--- src/sv/hpid_pkg.sv ---
package hpid_pkg;

  // field widths
  localparam int ANGLE_W   = 9;
  localparam int GAIN_W    = 16;
  localparam int DT_W      = 20;
  localparam int INTEG_W   = 48;
  localparam int OUT_W     = 16;
  localparam int CFG_IDX_W = 2;

  // shared multiplier and divider widths
  localparam int MUL_W     = 24;
  localparam int PROD_W    = 2 * MUL_W;
  localparam int DIV_NUM_W = 36;
  localparam int DIV_DEN_W = DT_W;
  localparam int DIV_CNT_W = $clog2(DIV_NUM_W);

  localparam logic signed [10:0] HALF_TURN = 11'sd180;
  localparam logic signed [10:0] FULL_TURN = 11'sd360;
  localparam logic [6:0] I_LIMIT = 7'd50;
  localparam logic [DT_W-1:0] US_PER_S = 20'd1000000;
  // one count above the limit is enough to know the integral term clamps
  localparam logic [DIV_NUM_W-1:0] I_DIVIDEND_CAP = 36'd51000000;

  // integral scale: x / 1000000 as (x >> 6) / 15625 by reciprocal multiply,
  // exact for every capped dividend
  localparam int I_PRE_SHIFT   = 6;
  localparam int I_RECIP_SHIFT = 34;
  localparam int I_QUO_W       = PROD_W - I_RECIP_SHIFT;
  localparam logic [MUL_W-1:0] I_RECIP = 24'd1099512;

  typedef enum logic [CFG_IDX_W-1:0] {
    REG_TARGET,
    REG_GAIN_P,
    REG_GAIN_I,
    REG_GAIN_D
  } reg_idx_t;

  typedef enum logic [3:0] {
    ST_IDLE,
    ST_MUL_AVG,
    ST_ACC,
    ST_P_TERM,
    ST_I_LO,
    ST_I_HI,
    ST_I_SCALE,
    ST_D_MUL,
    ST_D_START,
    ST_D_DIV,
    ST_OUT
  } state_t;

  typedef struct packed {
    logic                 start;
    logic [DIV_NUM_W-1:0] dividend;
    logic [DIV_DEN_W-1:0] divisor;
  } div_req_t;

  typedef struct packed {
    logic                 done;
    logic [DIV_NUM_W-1:0] quotient;
  } div_rsp_t;

endpackage

--- src/sv/heading_pid_with_angle_wrap.sv ---
// heading pid controller: one result beat for every input beat
// most of the time from input accept to out_valid goes to the bit-serial divider
//   pass for the derivative term
// in_ready is high only while idle: a new item is not taken until the last one
// is through; a finished result waits in its own register, so the next item may start
// reset (synchronous, rst high): gains, target, previous error and integral cleared
module heading_pid_with_angle_wrap import hpid_pkg::*; (
  input  logic                        clk,
  input  logic                        rst,
  input  logic                        in_valid,
  output logic                        in_ready,
  input  logic signed [ANGLE_W-1:0]   heading,
  input  logic        [DT_W-1:0]      elapsed_us,
  output logic                        out_valid,
  input  logic                        out_ready,
  output logic signed [OUT_W-1:0]     drive_correction,
  input  logic                        cfg_we,
  input  logic        [CFG_IDX_W-1:0] cfg_index,
  input  logic        [GAIN_W-1:0]    cfg_data
);

  // configuration registers
  logic signed [ANGLE_W-1:0] target;
  logic signed [GAIN_W-1:0]  gain_p;
  logic signed [GAIN_W-1:0]  gain_i;
  logic signed [GAIN_W-1:0]  gain_d;

  // loop state
  logic signed [ANGLE_W-1:0] prev_err;
  logic signed [INTEG_W-1:0] integ;

  // per-item working registers
  state_t                    state, state_next;
  logic signed [ANGLE_W-1:0] e1;
  logic signed [ANGLE_W-1:0] e0;
  logic        [DT_W-1:0]    dt;
  logic signed [OUT_W-1:0]   p_term;
  logic signed [6:0]         i_term;
  logic        [39:0]        lo_acc;

  // shared units
  logic [MUL_W-1:0]  mul_a;
  logic [MUL_W-1:0]  mul_b;
  logic [PROD_W-1:0] prod;
  div_req_t          div_req;
  div_rsp_t          div_rsp;

  // error forming
  logic signed [10:0]        gap;
  logic signed [10:0]        wrapped;
  logic signed [ANGLE_W-1:0] e_new;
  logic signed [9:0]         err_sum;
  logic signed [9:0]         err_diff;
  logic        [9:0]         sum_mag;
  logic        [9:0]         diff_abs;
  logic        [7:0]         avg_mag;
  logic        [8:0]         diff_mag;
  logic        [8:0]         e1_mag;
  logic        [GAIN_W-1:0]  gp_mag;
  logic        [GAIN_W-1:0]  gi_mag;
  logic        [GAIN_W-1:0]  gd_mag;
  logic        [INTEG_W-1:0] integ_mag;
  logic                      avg_neg;
  logic                      p_neg;
  logic                      i_neg;
  logic                      d_neg;

  // integral update
  logic signed [29:0]        addend;
  logic signed [INTEG_W:0]   integ_sum;
  logic signed [INTEG_W-1:0] integ_sat;

  // term shaping
  logic signed [OUT_W-1:0]   p_mag;
  logic        [63:0]        i_full;
  logic        [55:0]        i_scaled;
  logic        [DIV_NUM_W-1:0] i_dividend;
  logic        [I_QUO_W-1:0] i_quo;
  logic        [6:0]         i_mag;
  logic                      d_big;
  logic signed [18:0]        d_val;
  logic signed [18:0]        total;
  logic signed [OUT_W-1:0]   total_sat;

  hpid_mul u_mul (
    .clk  (clk),
    .a    (mul_a),
    .b    (mul_b),
    .prod (prod)
  );

  hpid_div u_div (
    .clk (clk),
    .rst (rst),
    .req (div_req),
    .rsp (div_rsp)
  );

  assign in_ready = (state == ST_IDLE);

  // heading error with a single wrap step; the result always lands in -180..180
  always_comb begin
    gap = {{2{heading[ANGLE_W-1]}}, heading} - {{2{target[ANGLE_W-1]}}, target};
    if (gap > HALF_TURN) begin
      wrapped = gap - FULL_TURN;
    end else if (gap < -HALF_TURN) begin
      wrapped = gap + FULL_TURN;
    end else begin
      wrapped = gap;
    end
    e_new = wrapped[ANGLE_W-1:0];
  end

  // magnitudes and signs, every product runs unsigned on the shared multiplier
  always_comb begin
    err_sum   = {e1[ANGLE_W-1], e1} + {e0[ANGLE_W-1], e0};
    err_diff  = {e1[ANGLE_W-1], e1} - {e0[ANGLE_W-1], e0};
    sum_mag   = err_sum[9] ? 10'(-err_sum) : 10'(err_sum);
    diff_abs  = err_diff[9] ? 10'(-err_diff) : 10'(err_diff);
    avg_mag   = sum_mag[8:1];  // halving of the magnitude truncates toward zero
    diff_mag  = diff_abs[8:0];
    avg_neg   = err_sum[9];
    e1_mag    = e1[ANGLE_W-1] ? 9'(-e1) : 9'(e1);
    gp_mag    = gain_p[GAIN_W-1] ? GAIN_W'(-gain_p) : GAIN_W'(gain_p);
    gi_mag    = gain_i[GAIN_W-1] ? GAIN_W'(-gain_i) : GAIN_W'(gain_i);
    gd_mag    = gain_d[GAIN_W-1] ? GAIN_W'(-gain_d) : GAIN_W'(gain_d);
    integ_mag = integ[INTEG_W-1] ? INTEG_W'(-integ) : INTEG_W'(integ);
    p_neg     = gain_p[GAIN_W-1] ^ e1[ANGLE_W-1];
    i_neg     = gain_i[GAIN_W-1] ^ integ[INTEG_W-1];
    d_neg     = gain_d[GAIN_W-1] ^ err_diff[9];
  end

  // trapezoid step added to the integral, saturating at 48 bits
  always_comb begin
    addend    = avg_neg ? -$signed({1'b0, prod[28:0]}) : $signed({1'b0, prod[28:0]});
    integ_sum = {integ[INTEG_W-1], integ} + {{(INTEG_W - 29){addend[29]}}, addend};
    if (integ_sum[INTEG_W] != integ_sum[INTEG_W-1]) begin
      integ_sat = integ_sum[INTEG_W] ? {1'b1, {(INTEG_W - 1){1'b0}}}
                                     : {1'b0, {(INTEG_W - 1){1'b1}}};
    end else begin
      integ_sat = integ_sum[INTEG_W-1:0];
    end
  end

  // proportional, integral and derivative terms from the shared units
  always_comb begin
    p_mag      = {1'b0, prod[22:8]};
    // gain_i times integral from two 24-bit halves, then drop the Q8.8 fraction
    i_full     = {prod[39:0], 24'b0} + {24'b0, lo_acc};
    i_scaled   = i_full[63:8];
    i_dividend = (i_scaled >= 56'(I_DIVIDEND_CAP)) ? I_DIVIDEND_CAP
                                                   : i_scaled[DIV_NUM_W-1:0];
    // whole seconds of the scaled integral, from the reciprocal product
    i_quo      = prod[PROD_W-1:I_RECIP_SHIFT];
    i_mag      = (i_quo > I_QUO_W'(I_LIMIT)) ? I_LIMIT : i_quo[6:0];
    // a derivative this large saturates the sum whatever the other terms are
    d_big      = |div_rsp.quotient[DIV_NUM_W-1:17];
    d_val      = d_neg ? -$signed({2'b0, div_rsp.quotient[16:0]})
                       : $signed({2'b0, div_rsp.quotient[16:0]});
    total      = {{3{p_term[OUT_W-1]}}, p_term} + {{12{i_term[6]}}, i_term} + d_val;
    if (d_big) begin
      total_sat = d_neg ? {1'b1, {(OUT_W - 1){1'b0}}} : {1'b0, {(OUT_W - 1){1'b1}}};
    end else if (total > 19'sd32767) begin
      total_sat = {1'b0, {(OUT_W - 1){1'b1}}};
    end else if (total < -19'sd32768) begin
      total_sat = {1'b1, {(OUT_W - 1){1'b0}}};
    end else begin
      total_sat = total[OUT_W-1:0];
    end
  end

  always_ff @(posedge clk) begin
    if (rst) begin
      state <= ST_IDLE;
    end else begin
      state <= state_next;
    end
  end

  // sequencer: picks multiplier operands and starts divides
  always_comb begin
    state_next = state;
    mul_a      = '0;
    mul_b      = '0;
    div_req    = '0;
    case (state)
      ST_IDLE: begin
        if (in_valid) begin
          state_next = ST_MUL_AVG;
        end
      end
      ST_MUL_AVG: begin
        mul_a      = MUL_W'(avg_mag);
        mul_b      = MUL_W'(dt);
        state_next = ST_ACC;
      end
      ST_ACC: begin
        mul_a      = MUL_W'(gp_mag);
        mul_b      = MUL_W'(e1_mag);
        state_next = ST_P_TERM;
      end
      ST_P_TERM: begin
        mul_a      = MUL_W'(gi_mag);
        mul_b      = integ_mag[MUL_W-1:0];
        state_next = ST_I_LO;
      end
      ST_I_LO: begin
        mul_a      = MUL_W'(gi_mag);
        mul_b      = integ_mag[INTEG_W-1:MUL_W];
        state_next = ST_I_HI;
      end
      ST_I_HI: begin
        // capped dividend fits 20 bits once the low six are dropped
        mul_a      = MUL_W'(i_dividend[DIV_NUM_W-1:I_PRE_SHIFT]);
        mul_b      = I_RECIP;
        state_next = ST_I_SCALE;
      end
      ST_I_SCALE: begin
        mul_a      = MUL_W'(gd_mag);
        mul_b      = MUL_W'(diff_mag);
        state_next = ST_D_MUL;
      end
      ST_D_MUL: begin
        mul_a      = prod[MUL_W-1:0];
        mul_b      = MUL_W'(US_PER_S);
        state_next = ST_D_START;
      end
      ST_D_START: begin
        div_req.start    = 1'b1;
        div_req.dividend = prod[43:8];
        div_req.divisor  = dt;
        state_next       = ST_D_DIV;
      end
      ST_D_DIV: begin
        if (div_rsp.done) begin
          state_next = ST_OUT;
        end
      end
      ST_OUT: begin
        // wait until the previous result beat has gone
        if (!out_valid || out_ready) begin
          state_next = ST_IDLE;
        end
      end
      default: begin
        state_next = ST_IDLE;
      end
    endcase
  end

  // configuration, loop state and output handshake
  always_ff @(posedge clk) begin
    if (rst) begin
      target    <= '0;
      gain_p    <= '0;
      gain_i    <= '0;
      gain_d    <= '0;
      prev_err  <= '0;
      integ     <= '0;
      out_valid <= 1'b0;
    end else begin
      if (cfg_we) begin
        case (reg_idx_t'(cfg_index))
          REG_TARGET: target <= cfg_data[ANGLE_W-1:0];
          REG_GAIN_P: gain_p <= cfg_data;
          REG_GAIN_I: gain_i <= cfg_data;
          REG_GAIN_D: gain_d <= cfg_data;
          default: ;
        endcase
      end
      if (in_valid && in_ready) begin
        prev_err <= e_new;
      end
      if (state == ST_ACC) begin
        integ <= integ_sat;
      end
      if (state == ST_OUT && (!out_valid || out_ready)) begin
        out_valid <= 1'b1;
      end else if (out_ready) begin
        out_valid <= 1'b0;
      end
    end
  end

  // working payload, no reset needed
  always_ff @(posedge clk) begin
    if (in_valid && in_ready) begin
      e1 <= e_new;
      e0 <= prev_err;
      // a zero period counts as one microsecond
      dt <= (elapsed_us == '0) ? DT_W'(1) : elapsed_us;
    end
    if (state == ST_P_TERM) begin
      p_term <= p_neg ? -p_mag : p_mag;
    end
    if (state == ST_I_LO) begin
      lo_acc <= prod[39:0];
    end
    if (state == ST_I_SCALE) begin
      i_term <= i_neg ? -$signed(i_mag) : $signed(i_mag);
    end
    if (state == ST_OUT && (!out_valid || out_ready)) begin
      drive_correction <= total_sat;
    end
  end

endmodule

--- src/sv/hpid_mul.sv ---
module hpid_mul import hpid_pkg::*; (
  input  logic              clk,
  input  logic [MUL_W-1:0]  a,
  input  logic [MUL_W-1:0]  b,
  output logic [PROD_W-1:0] prod
);

  // unsigned multiply, product registered
  always_ff @(posedge clk) begin
    prod <= PROD_W'(a) * PROD_W'(b);
  end

endmodule

--- src/sv/hpid_div.sv ---
module hpid_div import hpid_pkg::*; (
  input  logic     clk,
  input  logic     rst,
  input  div_req_t req,
  output div_rsp_t rsp
);

  logic                 busy;
  logic                 done;
  logic [DIV_CNT_W-1:0] cnt;
  logic [DIV_NUM_W-1:0] quo;
  logic [DIV_DEN_W-1:0] rem;
  logic [DIV_DEN_W-1:0] den;
  logic [DIV_DEN_W:0]   shifted;
  logic [DIV_DEN_W:0]   trial;
  logic                 ge;

  // restoring division, one quotient bit a cycle
  assign shifted = {rem, quo[DIV_NUM_W-1]};
  assign trial   = shifted - {1'b0, den};
  assign ge      = shifted >= {1'b0, den};

  always_ff @(posedge clk) begin
    if (rst) begin
      busy <= 1'b0;
      done <= 1'b0;
      cnt  <= '0;
    end else begin
      done <= 1'b0;
      if (req.start) begin
        busy <= 1'b1;
        cnt  <= '0;
      end else if (busy) begin
        cnt <= cnt + 1'b1;
        if (cnt == DIV_CNT_W'(DIV_NUM_W - 1)) begin
          busy <= 1'b0;
          done <= 1'b1;
        end
      end
    end
  end

  always_ff @(posedge clk) begin
    if (req.start) begin
      quo <= req.dividend;
      rem <= '0;
      den <= req.divisor;
    end else if (busy) begin
      quo <= {quo[DIV_NUM_W-2:0], ge};
      rem <= ge ? trial[DIV_DEN_W-1:0] : shifted[DIV_DEN_W-1:0];
    end
  end

  assign rsp.done     = done;
  assign rsp.quotient = quo;

endmodule

--- config.mk ---
export PLATFORM = sky130hd
export DESIGN_NAME = heading_pid_with_angle_wrap
export DESIGN_NICKNAME = d
export VERILOG_FILES = /design/src/sv/hpid_pkg.sv /design/src/sv/heading_pid_with_angle_wrap.sv /design/src/sv/hpid_mul.sv /design/src/sv/hpid_div.sv
export SDC_FILE = /design/constraint.sdc
export NUM_CORES = 2
export LEC_CHECK = 0
export BUFFER_PORTS_ARGS = -buffer_cell sky130_fd_sc_hd__clkbuf_2
export CAP_MARGIN = 20
export CORE_MARGIN = 3
export CORE_UTILIZATION = 40
export CTS_CLUSTER_SIZE = 30
export DETAILED_ROUTE_END_ITERATION = 8
export GPL_ROUTABILITY_DRIVEN = 1
export SYNTH_ARGS = -nofsm -noshare
export SYNTH_HDL_FRONTEND = slang
export SYNTH_SLANG_ARGS = --single-unit
--- constraint.sdc ---
create_clock -name clk -period 16.16 [get_ports clk]
set_input_delay 0 -clock clk [delete_from_list [all_inputs] [get_ports clk]]
set_output_delay 0 -clock clk [all_outputs]
set_load 0.005 [all_outputs]
---- Word-level counts from Yosys, hierarchy flattened ----
Index checks and enable logic that the tools add are counted.
word-level totals
  flip-flop bits (word level) ............. 368
  input bits .............................. 52
  output and inout bits ................... 18
operators by class
  bitwise operators ....................... 4
  add/sub/neg operators ................... 22
  muxes and demuxes ....................... 37
  $lt $le $gt $ge ......................... 7
  equal/unequal tests ..................... 18
  reductions and logical operators ........ 18
  multipliers ............................. 1
operator list
  operator                                                             number
  one-hot mux 24 bit (7 select lines)                                  1
  2-to-1 mux 48 bit                                                    3
  one-hot mux 24 bit (6 select lines)                                  1
  2-to-1 mux 16 bit                                                    7
  2-to-1 mux 36 bit                                                    2
  adder 64 x 40 -> 64 bit                                              1
  2-to-1 mux 30 bit                                                    2
  2-to-1 mux 57 bit                                                    1
  greater-or-equal comparator 56 x 26 -> 1 bit, second input constant  1
  adder 48 x 30 -> 49 bit                                              1
  multiplier 24 x 24 -> 48 bit                                         1
  negator 16 bit                                                       3
  negator 48 bit                                                       1
  2-to-1 mux 9 bit                                                     5
  one-hot mux 4 bit (11 select lines)                                  1
  negator 29 -> 30 bit                                                 1
  negator 9 bit                                                        3
  greater-or-equal comparator 21 x 20 -> 1 bit                         1
  logical NOT 20 bit                                                   1
  2-to-1 mux 20 bit                                                    1
  subtractor 20 bit                                                    1
  subtractor 9 x 9 -> 10 bit                                           2
  adder 19 bit                                                         1
  > comparator 19 x 16 -> 1 bit, second input constant                 1
  other kinds (40)                                                     64

---- Logic depth before layout (Yosys ltp) ----
  word-level depth ........................ 8
  depth in mapped cells ................... 40
  mapped depth without buffers ............ 39

---- Hierarchy ----
From an unflattened synthesis, not the netlist that was laid out.
unflattened totals
  cells, all modules ...................... 5227
  area, all modules ....................... 44875.5 µm²
by module, submodules not included
  module                       area an instance (µm²)  cells each  times used  sequential area each (µm²)
  heading_pid_with_angle_wrap  20303.2                 2594        1           5475.3
  hpid_mul                     19990.4                 2229        1           960.9
  hpid_div                     4581.9                  404         1           2242.2

---- Least setup slack after synthesis ----
No wires, ideal clock.
  path kind ............................... flip-flop to flip-flop
  start ................................... register lo_acc[25]
  end ..................................... register u_mul.prod[46]
  arrival time ............................ 9672 ps
  path slack .............................. 6425 ps
  period minus slack after synthesis ...... 9735 ps
  cell stages (with the launch flop) ...... 36
  cell sequence ........................... edfxtp_1 > ha_1 > a211o_1 > a21o_1 > a311oi_1 > o221ai_1 > a2111oi_0 > o211ai_1 > or4_1 > or4_1 > nand2_1 > buf_4 > nand2_1 > fa_1 > inv_1 > fa_1 > inv_1 > fa_1 > inv_1 > fa_1 > fa_1 > fa_1 > inv_1 > fa_1 > inv_1 > ha_1 > and4_1 > inv_1 > nor2_1 > nand2_1 > o32a_1 > o2111a_1 > nor3_1 > a31oi_1 > nand3b_1 > nand4_1
between the ends
  word-level cells in the longest chain between the ends .. 5
ends and longest elaborated chain
  item                                          line                                RTL
  from (decl)                                   heading_pid_with_angle_wrap.sv:39   logic [39:0] lo_acc;
  from (signal assigned)                        heading_pid_with_angle_wrap.sv:297  lo_acc <= prod[39:0];
  adder 64 x 40 -> 64 bit (*)                   heading_pid_with_angle_wrap.sv:149  i_full = {prod[39:0], 24'b0} + {24'b0, lo_acc};
  greater-or-equal comparator 56 x 26 -> 1 bit  heading_pid_with_angle_wrap.sv:151  i_dividend = (i_scaled >= 56'(I_DIVIDEND_CAP)) ? I_DIVIDEND_CAP
  2-to-1 mux 30 bit (*)                         heading_pid_with_angle_wrap.sv:151
  one-hot mux 24 bit (6 select lines) (*)       heading_pid_with_angle_wrap.sv:186  case (state)
  multiplier 24 x 24 -> 48 bit (*)              hpid_mul.sv:10                      prod <= PROD_W'(a) * PROD_W'(b);
  to (signal assigned)                          hpid_mul.sv:10
  to (decl)                                     hpid_mul.sv:5                       output logic [PROD_W-1:0] prod
Mark *: on every way between the ends. The rest lies on a longest branch, timed or not.
A chain may end at the register's enable or synchronous reset.

---- Worst setup path after layout ----
  start ................................... register u_mul.prod[0]
  end ..................................... register u_mul.prod[46]
between the ends
  word-level cells in the longest chain between the ends .. 5
ends and longest elaborated chain
  item                                          line
  adder 64 x 40 -> 64 bit                       heading_pid_with_angle_wrap.sv:149
  greater-or-equal comparator 56 x 26 -> 1 bit  heading_pid_with_angle_wrap.sv:151
  2-to-1 mux 30 bit                             heading_pid_with_angle_wrap.sv:151
  one-hot mux 24 bit (6 select lines) (*)       heading_pid_with_angle_wrap.sv:186
  multiplier 24 x 24 -> 48 bit (*)              hpid_mul.sv:10
Marks and branches as above.

==> summary.txt <==
Clock network
  • Clk Latency, worst-skew pair: 600 ps
  • Post-CTS resize count: 0
  • Root Buffer: clkbuf_16
  • Post-CTS Repair Setup Buffers: 0
  • Htree depth: 2
  • Clock buffer count from CTS: 44
  • Hold-fix buffers, CTS: 45
  • Clock Sinks: 354
  • CTS clk-pin slew, worst paths: 60 ps
  • CTS max path bufs: 3
  • CTS tree: done

Placed design
  • Post-DP Area: 0.0463 mm²
  • Port-buffer cells: 69
  • Final Wtd Congestion: 0.966
  • DP Wirelength: 113,000 µm

Final layout
  • Most frequent cells in the layout: inv_1 (755), nand2_1 (623), fa_1 (490)
  • Final instance area: 0.0482 mm²
  • Layout fillers: 10,900
  • Area Growth Syn to Fin: 9.26%
  • Share of cells above drive strength 1: 5.06%
  • Most common cell after layout, fill and taps aside: inv_1
  • Layout Nets: 6,161

Setup path
  • CP Launch Type: flip-flop
  • Most frequent cell on the critical path: fa_1
  • WP data required: 16,680 ps
  • Crit path kind: reg2reg
  • Crit path max-delay cell type: nor3_1
  • Critical Path Max Stage Delay: 680 ps
  • Worst Path Max Fanout: 17
  • Worst setup EP type: flip-flop
  • Worst Path Arrival: 12,270 ps

Floorplan
  • IO Count: 70
  • Starting Density: 40.5%
  • CORE AREA: 0.109 mm²
  • Num rows: 121
  • Die Area: 0.114 mm²
  • Die Span X: 338 µm
  • Die height: 338 µm

STA
  • Max Slew Vio Count: 0
  • Min Tclk post-route: 11,750 ps
  • Period utilization: 72.7%
  • Final Hold Viols: 0
  • Setup TNS: 0 ps
  • Max-slew headroom: 21.1%
  • RSZ-0062 raised after global routing: no
  • FMAX: 85.1 MHz
  • Setup Skew: 26.4 ps
  • Final setup viols: 0
  • Worst-margin pin slew: 1180 ps

Routing
  • Final WL: 142,000 µm
  • DRT met1 WL: 62,900 µm
  • Uppermost layer routed: met4
  • Met2 WL: 63,500 µm
  • Post-route ant nets: 0
  • Iter 0 DRT Violations: 3,262
  • Routed length per instance: 20.9 µm
  • Vias/cell: 5.50
  • Remaining DRCs: 0
  • Vias post-DR: 37,400
  • Met3 WL: 10,500 µm
  • Pre-antenna DRT Iters: 5

Logic synthesis
  • Post-synth EDFFs: 159
  • Ys Warns: 0
  • Yosys reg bits: 354
  • Syn Std Cell Area: 0.0442 mm²
  • Ys flop type: dfxtp_1
  • Yosys cell types: 98
  • Async SR Flop Fraction: 0%
  • Cells after Synth: 5,192
  • Mean Syn Cell Area: 8.50 µm²
  • Sequential area share after synthesis: 19.7%

Global route
  • First-pass GRT wire length: 221,000 µm
  • Congestion Overflow GR: 0
  • Vias in the first global route: 37,000
  • Antenna violations before repair: 3
  • Pin count of the biggest net entering global routing: 91
  • GRT Total Usage: 24.6%

Status
  • Status: complete, no violations

Pwr
  • Worst-case vdd ir drop: 0.0000978 V
  • Standby leakage power: 0.0219 µW
  • Pwr dens: 135 mW/mm²

Flow run
  • Max cap viols: 0

Min path
  • Worst min path class: in2reg
==> logic make-up (layout without fill, tap and decap cells) <==
| family | count (synthesis) | in the layout | share of synthesized area (%) |
|---|---|---|---|
| buffers and inverters | 1001 | 1024 | 8.67 |
| flip-flops | 354 | 354 | 19.7 |
| XOR/XNOR | 329 | 329 | 6.53 |
| multiplexers | 26 | 26 | 0.595 |
| other | 2 | 110 | 0.0170 |
| AO/OA/AOI/OAI | 1074 | 1074 | 15.9 |
| AND/OR/NAND/NOR | 1549 | 1549 | 16.2 |
| adder cells (fa/ha/maj) | 857 | 857 | 32.4 |
==> cells in the mapped netlist, drive strengths merged (15+ instances only) <==
| library cell | count | share of area [%] |
|---|---|---|
| o21ai | 200 | 2.3 |
| buf | 49 | 0.58 |
| nand4 | 30 | 0.43 |
| xnor2 | 171 | 3.4 |
| and3 | 58 | 0.82 |
| or4 | 29 | 0.50 |
| dfxtp | 195 | 8.8 |
| xor2 | 158 | 3.1 |
| fa | 490 | 22 |
| or3 | 15 | 0.21 |
| mux2i | 24 | 0.54 |
| o41ai | 17 | 0.34 |
| clkbuf | 191 | 1.6 |
| a211oi | 83 | 1.4 |
| nor4 | 38 | 0.58 |
| a31oi | 26 | 0.37 |
| o31ai | 40 | 0.72 |
| ha | 334 | 9.5 |
| a21o | 83 | 1.4 |
| and2 | 58 | 0.83 |
| o21bai | 23 | 0.39 |
| nor2 | 388 | 3.3 |
| maj3 | 33 | 0.75 |
| edfxtp | 159 | 11 |
| o21a | 48 | 0.82 |
| nor2b | 32 | 0.45 |
| o211ai | 28 | 0.48 |
| o22ai | 36 | 0.51 |
| or2 | 16 | 0.23 |
| nor3 | 78 | 0.90 |
| nand3 | 81 | 0.92 |
| nand2 | 624 | 5.3 |
| a21oi | 322 | 3.7 |
| nor3b | 16 | 0.27 |
| nand2b | 38 | 0.56 |
| inv | 759 | 6.5 |
==> worst max-delay path: cells and delay by family (launching register included) <==
kind | cells | cell delay, ps
compound gates | 8 | 2530
buf+inv | 5 | 280
fa+ha+maj | 10 | 4760
flops | 1 | 460
simple gates | 11 | 3630
==> through the flow <==
| step | cells | hold slack, ps | worst slack, ps | utilization (%) | total power [µW] |
|---|---|---|---|---|---|
| after floorplan | 5298 | 136 | 6420 | - | 4230 |
| after global placement | 6667 | 194 | 4420 | 42.4 | 5380 |
| after detailed placement | 6669 | 201 | 4540 | 42.4 | 5380 |
| after CTS | 6796 | 0.182 | 4470 | 44.2 | 6440 |
| after global routing | 6797 | 107 | 3630 | 44.2 | 7010 |
| final | 6799 | 50.2 | 4410 | 44.2 | 6490 |
==> layer usage <==
layer	global-route usage, %	vias to the layer above
met5	0	-
met4	7.67	0
met3	3.71	238
met2	38.9	1312
met1	34.5	18400
li1	-	17500
==> cell type report <==
cell class,count,area [µm²],area share [%]
antenna,2,5.00,0.0104
clock buffer,67,1330,2.76
clock inverter,15,144,0.298
inverter,761,2860,5.92
multi-input combinational,3943,32100,66.5
sequential,354,8680,18.0
tap,1476,1850,3.83
timing repair buffer,181,1300,2.69
==> flip-flops by register name, indices dropped and copies added, names as in the netlist, 9 cells and up <==
name,count
integ,48
u_mul.prod,48
u_div.quo,36
lo_acc,26
dt,20
u_div.den,20
u_div.rem,20
drive_correction,16
gain_d,16
gain_i,16
gain_p,16
p_term,16
e0,9
e1,9
prev_err,9
target,9
==> final timing paths <==
check | endpoint | from | cells past startpoint | slack (ps)
worst max-delay path | u_mul.prod[46]$_DFF_P_ | u_mul.prod[0]$_DFF_P_ | 34 | 4410
worst min-delay path | out_valid$_SDFFE_PP0P_ | out_ready | 3 | 50
worst max register to register | u_mul.prod[46]$_DFF_P_ | u_mul.prod[0]$_DFF_P_ | 34 | 4410
worst min register to register | e0[0]$_DFFE_PP_ | prev_err[0]$_SDFFE_PP0P_ | 0 | 430
==> report_power, final <==
group | switching, µW | internal [µW]
clock network | 417 | 600
registers | 213 | 1100
logic | 2600 | 1560
Note: power is estimated with default switching activity, not from simulation.
